File: src/rtl/assert_macros.svh
// Assertion helpers, included by the top-level RTL file.
`ifndef ASSERT_MACROS_SVH
`define ASSERT_MACROS_SVH

// Check a property on every rising clock edge, off while reset is active (low).
`define ASSERT_CLK(lbl, clk, rst_n, prop, msg) \
  lbl: assert property (@(posedge clk) disable iff (!rst_n) prop) else $error(msg);

// Check that one condition implies another in the same cycle.
`define ASSERT_IMPL(lbl, clk, rst_n, pre, post, msg) \
  `ASSERT_CLK(lbl, clk, rst_n, (pre) |-> (post), msg)

`endif

File: src/rtl/mfdo_pkg.sv
// ----------------------------------------------------------------------------
// mfdo_pkg
// Shared types, constants and face pattern tables for the face dedup block.
// ----------------------------------------------------------------------------
package mfdo_pkg;

  // Table and vertex sizing; TABLE_ENTRIES must be a power of two
  localparam int TABLE_ENTRIES = 4096;
  localparam int VERTEX_BITS   = 16;
  localparam int MAX_CONE      = 8;

  localparam int SLOT_W   = $clog2(TABLE_ENTRIES);
  localparam int CNT_W    = $clog2(TABLE_ENTRIES + 1);
  localparam int HASH_W   = 32 + SLOT_W;
  localparam int KEY_W    = 64;
  localparam int FNUM_W   = 16;
  localparam int CREATE_W = 13;
  localparam int ENTRY_W  = 1 + KEY_W + KEY_W + FNUM_W;

  localparam logic [63:0] HASH_MULT = 64'h9E37_79B9_7F4A_7C15;

  // Configuration register indexes
  localparam logic CFG_DIM  = 1'b0;
  localparam logic CFG_BASE = 1'b1;

  typedef enum logic [2:0] {
    ERR_OK, ERR_SHAPE, ERR_SIZE, ERR_ORIENT, ERR_FULL
  } err_t;

  typedef enum logic [2:0] {
    SHAPE_NONE, SHAPE_TRI, SHAPE_QUAD, SHAPE_TET, SHAPE_HEX
  } shape_t;

  typedef enum logic [3:0] {
    ST_CLEAR, ST_IDLE, ST_SETUP, ST_FACE, ST_HASH, ST_SEED, ST_READ, ST_CHECK, ST_EMIT
  } state_t;

  typedef struct packed {
    logic clr;
    logic load_cell;
    logic err_shape;
    logic err_size;
    logic start;
    logic load_face;
    logic hash_step;
    logic seed;
    logic rd;
    logic check;
    logic next_face;
  } cmd_t;

  typedef struct packed {
    logic clr_done;
    logic shape_ok;
    logic size_ok;
    logic hash_done;
    logic probe_done;
    logic last;
  } sts_t;

  localparam logic [2:0] PAT_TRI  [3][2] = '{'{0, 1}, '{1, 2}, '{2, 0}};
  localparam logic [2:0] PAT_QUAD [4][2] = '{'{0, 1}, '{1, 2}, '{2, 3}, '{3, 0}};
  localparam logic [2:0] PAT_TET  [4][3] = '{'{0, 1, 2}, '{0, 3, 1}, '{0, 2, 3}, '{2, 1, 3}};
  localparam logic [2:0] PAT_HEX  [6][4] = '{'{0, 1, 2, 3}, '{4, 5, 6, 7}, '{0, 3, 5, 4},
                                             '{2, 1, 7, 6}, '{3, 2, 6, 5}, '{0, 4, 7, 1}};

  function automatic shape_t shape_decode(logic [1:0] dim, logic [3:0] cs);
    shape_t s;
    s = SHAPE_NONE;
    if (dim == 2'd2 && cs == 4'd3) s = SHAPE_TRI;
    else if (dim == 2'd2 && cs == 4'd4) s = SHAPE_QUAD;
    else if (dim == 2'd3 && cs == 4'd3) s = SHAPE_TRI;
    else if (dim == 2'd3 && cs == 4'd4) s = SHAPE_TET;
    else if (dim == 2'd3 && cs == 4'd8) s = SHAPE_HEX;
    return s;
  endfunction

  function automatic logic [2:0] face_count(shape_t s);
    logic [2:0] n;
    unique case (s)
      SHAPE_TRI:  n = 3'd3;
      SHAPE_QUAD: n = 3'd4;
      SHAPE_TET:  n = 3'd4;
      SHAPE_HEX:  n = 3'd6;
      default:    n = 3'd0;
    endcase
    return n;
  endfunction

  function automatic logic [2:0] face_size(shape_t s);
    logic [2:0] n;
    unique case (s)
      SHAPE_TRI:  n = 3'd2;
      SHAPE_QUAD: n = 3'd2;
      SHAPE_TET:  n = 3'd3;
      SHAPE_HEX:  n = 3'd4;
      default:    n = 3'd0;
    endcase
    return n;
  endfunction

  // Cone position of vertex a of face f
  function automatic logic [2:0] pat_vertex(shape_t s, logic [2:0] f, logic [1:0] a);
    logic [2:0] v;
    v = 3'd0;
    unique case (s)
      SHAPE_TRI:  if (f < 3'd3 && a < 2'd2) v = PAT_TRI[f[1:0]][a[0]];
      SHAPE_QUAD: if (f < 3'd4 && a < 2'd2) v = PAT_QUAD[f[1:0]][a[0]];
      SHAPE_TET:  if (f < 3'd4 && a < 2'd3) v = PAT_TET[f[1:0]][a];
      SHAPE_HEX:  if (f < 3'd6) v = PAT_HEX[f][a];
      default:    v = 3'd0;
    endcase
    return v;
  endfunction

endpackage

File: src/rtl/mfdo_ctrl.sv
// ----------------------------------------------------------------------------
// mfdo_ctrl
// Sequencer: table clear, cell checks, per-face hash, probe and emit steps.
// ----------------------------------------------------------------------------
module mfdo_ctrl
  import mfdo_pkg::*;
(
  input  logic clk,
  input  logic rst_n,
  input  logic in_valid,
  output logic in_stall,
  output logic out_valid,
  input  logic out_stall,
  input  sts_t sts,
  output cmd_t cmd
);

  state_t state_r, state_nxt;

  // State register
  always_ff @(posedge clk) begin
    if (!rst_n) begin
      state_r <= ST_CLEAR;
    end else begin
      state_r <= state_nxt;
    end
  end

  assign in_stall  = (state_r != ST_IDLE);
  assign out_valid = (state_r == ST_EMIT);

  // Next state and commands
  always_comb begin
    state_nxt = state_r;
    cmd       = '0;
    unique case (state_r)
      ST_CLEAR: begin
        cmd.clr = 1'b1;
        if (sts.clr_done) state_nxt = ST_IDLE;
      end
      ST_IDLE: begin
        if (in_valid) begin
          cmd.load_cell = 1'b1;
          state_nxt     = ST_SETUP;
        end
      end
      ST_SETUP: begin
        priority if (!sts.shape_ok) begin
          cmd.err_shape = 1'b1;
          state_nxt     = ST_EMIT;
        end else if (!sts.size_ok) begin
          cmd.err_size = 1'b1;
          state_nxt    = ST_EMIT;
        end else begin
          cmd.start = 1'b1;
          state_nxt = ST_FACE;
        end
      end
      ST_FACE: begin
        cmd.load_face = 1'b1;
        state_nxt     = ST_HASH;
      end
      ST_HASH: begin
        cmd.hash_step = 1'b1;
        if (sts.hash_done) state_nxt = ST_SEED;
      end
      ST_SEED: begin
        cmd.seed  = 1'b1;
        state_nxt = ST_READ;
      end
      ST_READ: begin
        cmd.rd    = 1'b1;
        state_nxt = ST_CHECK;
      end
      ST_CHECK: begin
        cmd.check = 1'b1;
        state_nxt = sts.probe_done ? ST_EMIT : ST_READ;
      end
      ST_EMIT: begin
        if (!out_stall) begin
          if (sts.last) begin
            state_nxt = ST_IDLE;
          end else begin
            cmd.next_face = 1'b1;
            state_nxt     = ST_FACE;
          end
        end
      end
      default: state_nxt = ST_CLEAR;
    endcase
  end

endmodule

File: config.mk
export PLATFORM = sky130hd
export DESIGN_NAME = mfdo_ctrl
export DESIGN_NICKNAME = d
export VERILOG_FILES = /design/src/rtl/assert_macros.svh /design/src/rtl/mfdo_pkg.sv /design/src/rtl/mfdo_ctrl.sv
export SDC_FILE = /design/constraint.sdc
export NUM_CORES = 1
export LEC_CHECK = 0
export ABC_AREA = 1
export BUFFER_PORTS_ARGS = -buffer_cell sky130_fd_sc_hd__buf_2
export CORE_AREA = 2 2 39 41
export DETAILED_ROUTE_END_ITERATION = 8
export DIE_AREA = 0 0 41 43
export GPL_TIMING_DRIVEN = 0
export HOLD_SLACK_MARGIN = 0.02
export PLACE_DENSITY = 0.68
export SLEW_MARGIN = 40
export SYNTH_ARGS = -nofsm -noshare
export SYNTH_HDL_FRONTEND = slang
export SYNTH_SLANG_ARGS = --single-unit
File: constraint.sdc
create_clock -name clk -period 1.3 [get_ports clk]
set_input_delay 0.13 -clock clk [delete_from_list [all_inputs] [get_ports clk]]
set_output_delay 0.13 -clock clk [all_outputs]
set_load 0.01 [all_outputs]
=== After elaboration in Yosys (flattened, before gate mapping) ===
Cells that the tools add are included.

* Register bits after elaboration: 4
* Input port bits: 10
* Logic and storage cells: 41

* Eq/ne operators: 13
* Muxes and demuxes: 25
* Reductions and logical operators: 2

{| class="wikitable"
|+ Operators by type and width
! cell !! count
|-
| 4-bit one-hot mux with 9 select lines || 1
|-
| 4-bit two-way mux || 7
|-
| 4-bit by 3-bit equality test with 1-bit output (second input constant) || 4
|-
| 1-bit two-way mux || 14
|-
| 4-bit by 2-bit equality test with 1-bit output (second input constant) || 2
|-
| 2-bit != test (second input constant) || 4
|-
| 4-bit by 1-bit equality test with 1-bit output (second input constant) || 1
|-
| 4-bit equality test (second input constant) || 1
|-
| 4-bit logical NOT || 1
|-
| 2-bit two-way mux || 2
|-
| 4-bit by 1-bit != test with 1-bit output (second input constant) || 1
|-
| 4-bit AND reduction || 1
|-
| 3-bit two-way mux || 1
|}

=== Depth between registers and ports, before layout ===
* Word-level depth: 3
* Depth in mapped cells: 8

=== Worst setup path before layout ===
Ideal clock, no wire load.

* Kind: register to output
* Start: register state_r[2]
* End: output cmd[7] (netlist bit)
* Arrival time: 0.984 ns
* Slack: 0.186 ns
* Cell stages (with the launch flop): 4
* Cell sequence: dfxtp_1 > nor2_4 > nand3_1 > nor3b_1

{| class="wikitable"
|+ RTL lines
! what !! line !! RTL
|-
| start: declaration || mfdo_ctrl.sv:18 || <nowiki>state_t state_r, state_nxt;</nowiki>
|-
| start signal: assignment || mfdo_ctrl.sv:25 || <nowiki>state_r <= state_nxt;</nowiki>
|-
| end: declaration || mfdo_ctrl.sv:15 || <nowiki>output cmd_t cmd</nowiki>
|}

==> summary.md <==
| Metric | Value |
|---|---|
| Run status | finished, violations left |
| Failing checks | negative setup slack |
| WP data arrival | between 1 and 1.5 ns |
| H-Tree Level Count | 1 |
| Crit path cell chain | buf_6, nor2_4, nand2_4, nor2_4, nand2_2, nor2_1, buf_2 |
| Final worst-path setup slack | -0.0326 ns |
| Total Nets Final | roughly 120 |
| Minimum setup slack among reg-to-reg paths | ~0.1 ns |
| Number of global-route vias before repair | approximately 440 |
| Die extent in y | 43 um |
| Max-cap violations | 0 |
| Static Leak | ~0.00041 uW |
| Proportion of synthesized chip area in sequential cells | between 10% and 20% |
| Critical Path End Type | output port |
| Area overhead of the layout relative to synthesis | 72.2% |
| Most used flip-flop cell after synthesis | sky130_fd_sc_hd__dfxtp_1 |
| Hold-critical path depth | 3 |
| Number of antenna violations at the first check in global routing | 0 |
| Most frequent cell on the critical path | sky130_fd_sc_hd__nor2_4 |
| Slowest stage cell, crit path | sky130_fd_sc_hd__dfxtp_1 |
| Yosys warning count | 0 |
| Worst Tran Pin Value | 0.222 ns |
| Maximum root-to-sink buffer count | 2 |
| CP peak stage delay | 0.30 ns |
| Tightest Hold Check Type | input pin to flip-flop |
| Post-synthesis instance total | 67 |
| Worst-skew pair later-pin latency | around 0.23 ns |
| Worst Path Required | about 1.2 ns |
| Cell area after technology mapping | approximately 420 um2 |
| # fillers | 150 |
| Finished Layout Cells | ~120 |
| Non-Filler Cell Area, Final | between 700 and 800 um2 |
| First-pass GRT wire length | around 1600 um |
| Flip-flop count of the largest register after layout | 4 |
| Initial drt markers | 3 |
| GRT overflow | 0 |
| Half-perimeter wire length after detailed placement | approximately 840 um |
| Total negative slack for setup checks | -0.0350 ns |
| Number of input and output port buffers inserted | 22 |
| CP Max Fanout | 6 |
| RSZ-0062 raised after global routing | true |
| Ratio of cells with drive above 1 in the final layout | ~65% |
| Clock transition time at the flip-flop clock pins of the worst setup and hold paths | roughly 0.04 ns |
| Startpoint of the most critical register-to-register path | state_r[1] |
| Number of different library cells in the post-synthesis netlist | 20 |
| Area contributors post-synth | sky130_fd_sc_hd__dfxtp_1 19%, sky130_fd_sc_hd__nand2_1 11%, sky130_fd_sc_hd__inv_1 9.9%, sky130_fd_sc_hd__nor2_4 8.1%, sky130_fd_sc_hd__nor2_2 7.5% |
| Leading cell type in the layout, fill and taps excluded | sky130_fd_sc_hd__buf_2 |
| Max Freq | approximately 750 MHz |
| Relative slew slack | a little under nine tenths |
| Simple logic cell fraction of the synthesized area | a little over half |
| Slew Limit Fails | 0 |
| Clock Skew | approximately 0.0020 ns |
| Number of ports placed on the die boundary | 23 |
| Final Critical Period | 1.33 ns |
| Cell count after placement | 105 |
| Number of nets still failing antenna checks after routing | 0 |
| Register name with the most flops | state_r |
| Power per unit of standard cell area | between 1500 and 2000 nW/um2 |
| Commonest cells after routing, fill and taps aside | 20 x sky130_fd_sc_hd__buf_2, 11 x sky130_fd_sc_hd__inv_1, 11 x sky130_fd_sc_hd__nand2_1 |
| Capture point of the worst reg-to-reg path | state_r[0] |
| Routed Wire Length | 1150 um |
| Kind of critical path | flip-flop to output port |
| TritonCTS clock tree | built |
| Total cell area at the placement stage | between 500 and 600 um2 |
| Via count of the routed design | approximately 520 |
| Clock net sink count | 4 |
| Area inside the core boundary | 1380 um2 |
| Post-Place Worst Slack | about 0.10 ns |
| Number of antenna repair diodes | 0 |
| Share of the clock period used by the worst path after layout | 103% |
| FFs w/ async S/R, synth | 0% |
| Capturing element of the worst setup path | cmd[0] |
| Routed wire per std cell | 9.66 um |
| Mapped Nets | 77 |
| Worst hold margin | ~0.096 ns |
| Share of the synthesized area in the top cell type | a little under a fifth |
| Synthesized-area fraction occupied by adder cells | 0% |
| Largest registers ranked by flip-flop count | state_r: 4 flops |
| Global placement routability congestion | 0.695 |
| Setup violators final | 2 |
| Main combinational cell family by area after synthesis | simple AND/OR/NAND/NOR gates |
| Worst vdd ir | about 780 uV |
| Via-per-instance ratio | about 4.4 |
| Worst r2r path cells | 8 |
| Compound-Gate Fraction of Synth Area | 9.85% |
| Initial Utilization | 30.3% |
| Pin count of the biggest net entering global routing | 8 |
| Worst Setup SP | state_r[1] |
| Post-Synthesis Mean Instance Area | ~6.3 um2 |
| DIE AREA | 1760 um2 |
| TritonCTS buffer count | 3 |
| Floorplan die width | between 40 and 50 um |
| Std cell rows | 14 |
| Drt first pass iters | 2 |
| Share of synthesized area spent on multiplexers | 0% |
| Remaining DRCs | 0 |
| Global routing usage summed across all routing layers | between 10% and 20% |
| Seq cells post-synth | 4 |
| Final-report hold violation count | 0 |
| EDFF count, synth | 0 |
| Fraction of synthesized cell area in xor and xnor cells | 0% |
| CTS hold repair buffers | 0 |
| Critical path startpoint category | flip-flop |
| Library cell occupying the most area in the post-synthesis netlist | sky130_fd_sc_hd__dfxtp_1 |
| Root buffer selected by CTS | sky130_fd_sc_hd__clkbuf_4 |
cell families after synthesis:
kind of cell,count (synthesis)
buf+inv,18
compound gates,5
flops,4
simple gates,40
power by group:
group	internal, uW	switching (uW)	total, uW
Sequential	161	43.0	204
Combinational	405	475	880
Clock	103	47.4	150
worst min-delay path by stage:
stage	slack (ns)	start	end
after floorplan	0.23	rst_n	state_r[3]
after global placement	0.33	rst_n	state_r[3]
after detailed placement	0.34	rst_n	state_r[3]
after CTS	0.09	rst_n	state_r[3]
after global routing	0.13	rst_n	state_r[3]
final	0.1	rst_n	state_r[3]
worst max-delay path, delay by kind of cell, from the launching register on:
| kind | cells | cell delay (ns) |
|---|---|---|
| flops | 1 | 0.30 |
| buf+inv | 2 | 0.26 |
| simple gates | 5 | 0.41 |
cell usage after synthesis (2+ instances only):
library cell / number
sky130_fd_sc_hd__inv_2: 6
sky130_fd_sc_hd__dfxtp_1: 4
sky130_fd_sc_hd__nand2_1: 12
sky130_fd_sc_hd__nor2_2: 5
sky130_fd_sc_hd__inv_1: 11
sky130_fd_sc_hd__nand3_2: 2
sky130_fd_sc_hd__nand4_1: 2
sky130_fd_sc_hd__nor2_4: 3
sky130_fd_sc_hd__nor2_1: 8
sky130_fd_sc_hd__nand3_1: 4
per-stage QoR:
stage                     power (uW)  util (%)
final                           1230      52.2
after global routing            1340      52.2
after CTS                       1070      45.1
after detailed placement         806      39.7
after global placement           793      39.7
after floorplan                  657         -
per-layer routing:
layer | share of wire, % | global-route usage [%] | vias to the layer above
met2 | 53 | 23.1 | 15
met5 | 0 | 0 | -
met3 | 6.4 | 2.09 | 0
met1 | 41 | 14.8 | 227
li1 | - | - | 280
met4 | 0 | 8.00 | 0
final cells by class:
type | count | area, um2 | area share (%)
Clock buffer | 3 | 22.5 | 3.12
Buffer | 1 | 11.3 | 1.56
Tap cell | 16 | 20.0 | 2.77
Sequential cell | 4 | 86.3 | 12.0
Multi-Input combinational cell | 45 | 307 | 42.5
Timing Repair Buffer | 33 | 209 | 28.9
Inverter | 17 | 66.3 | 9.19
what timing repair did:
action	CTS	global route
gates resized for setup	3	17
endpoints found under the setup margin	9	9
setup buffers	6	5
hold endpoints to repair	0	0
pin swaps	2	4
Note: power is estimated with default switching activity, not from simulation.
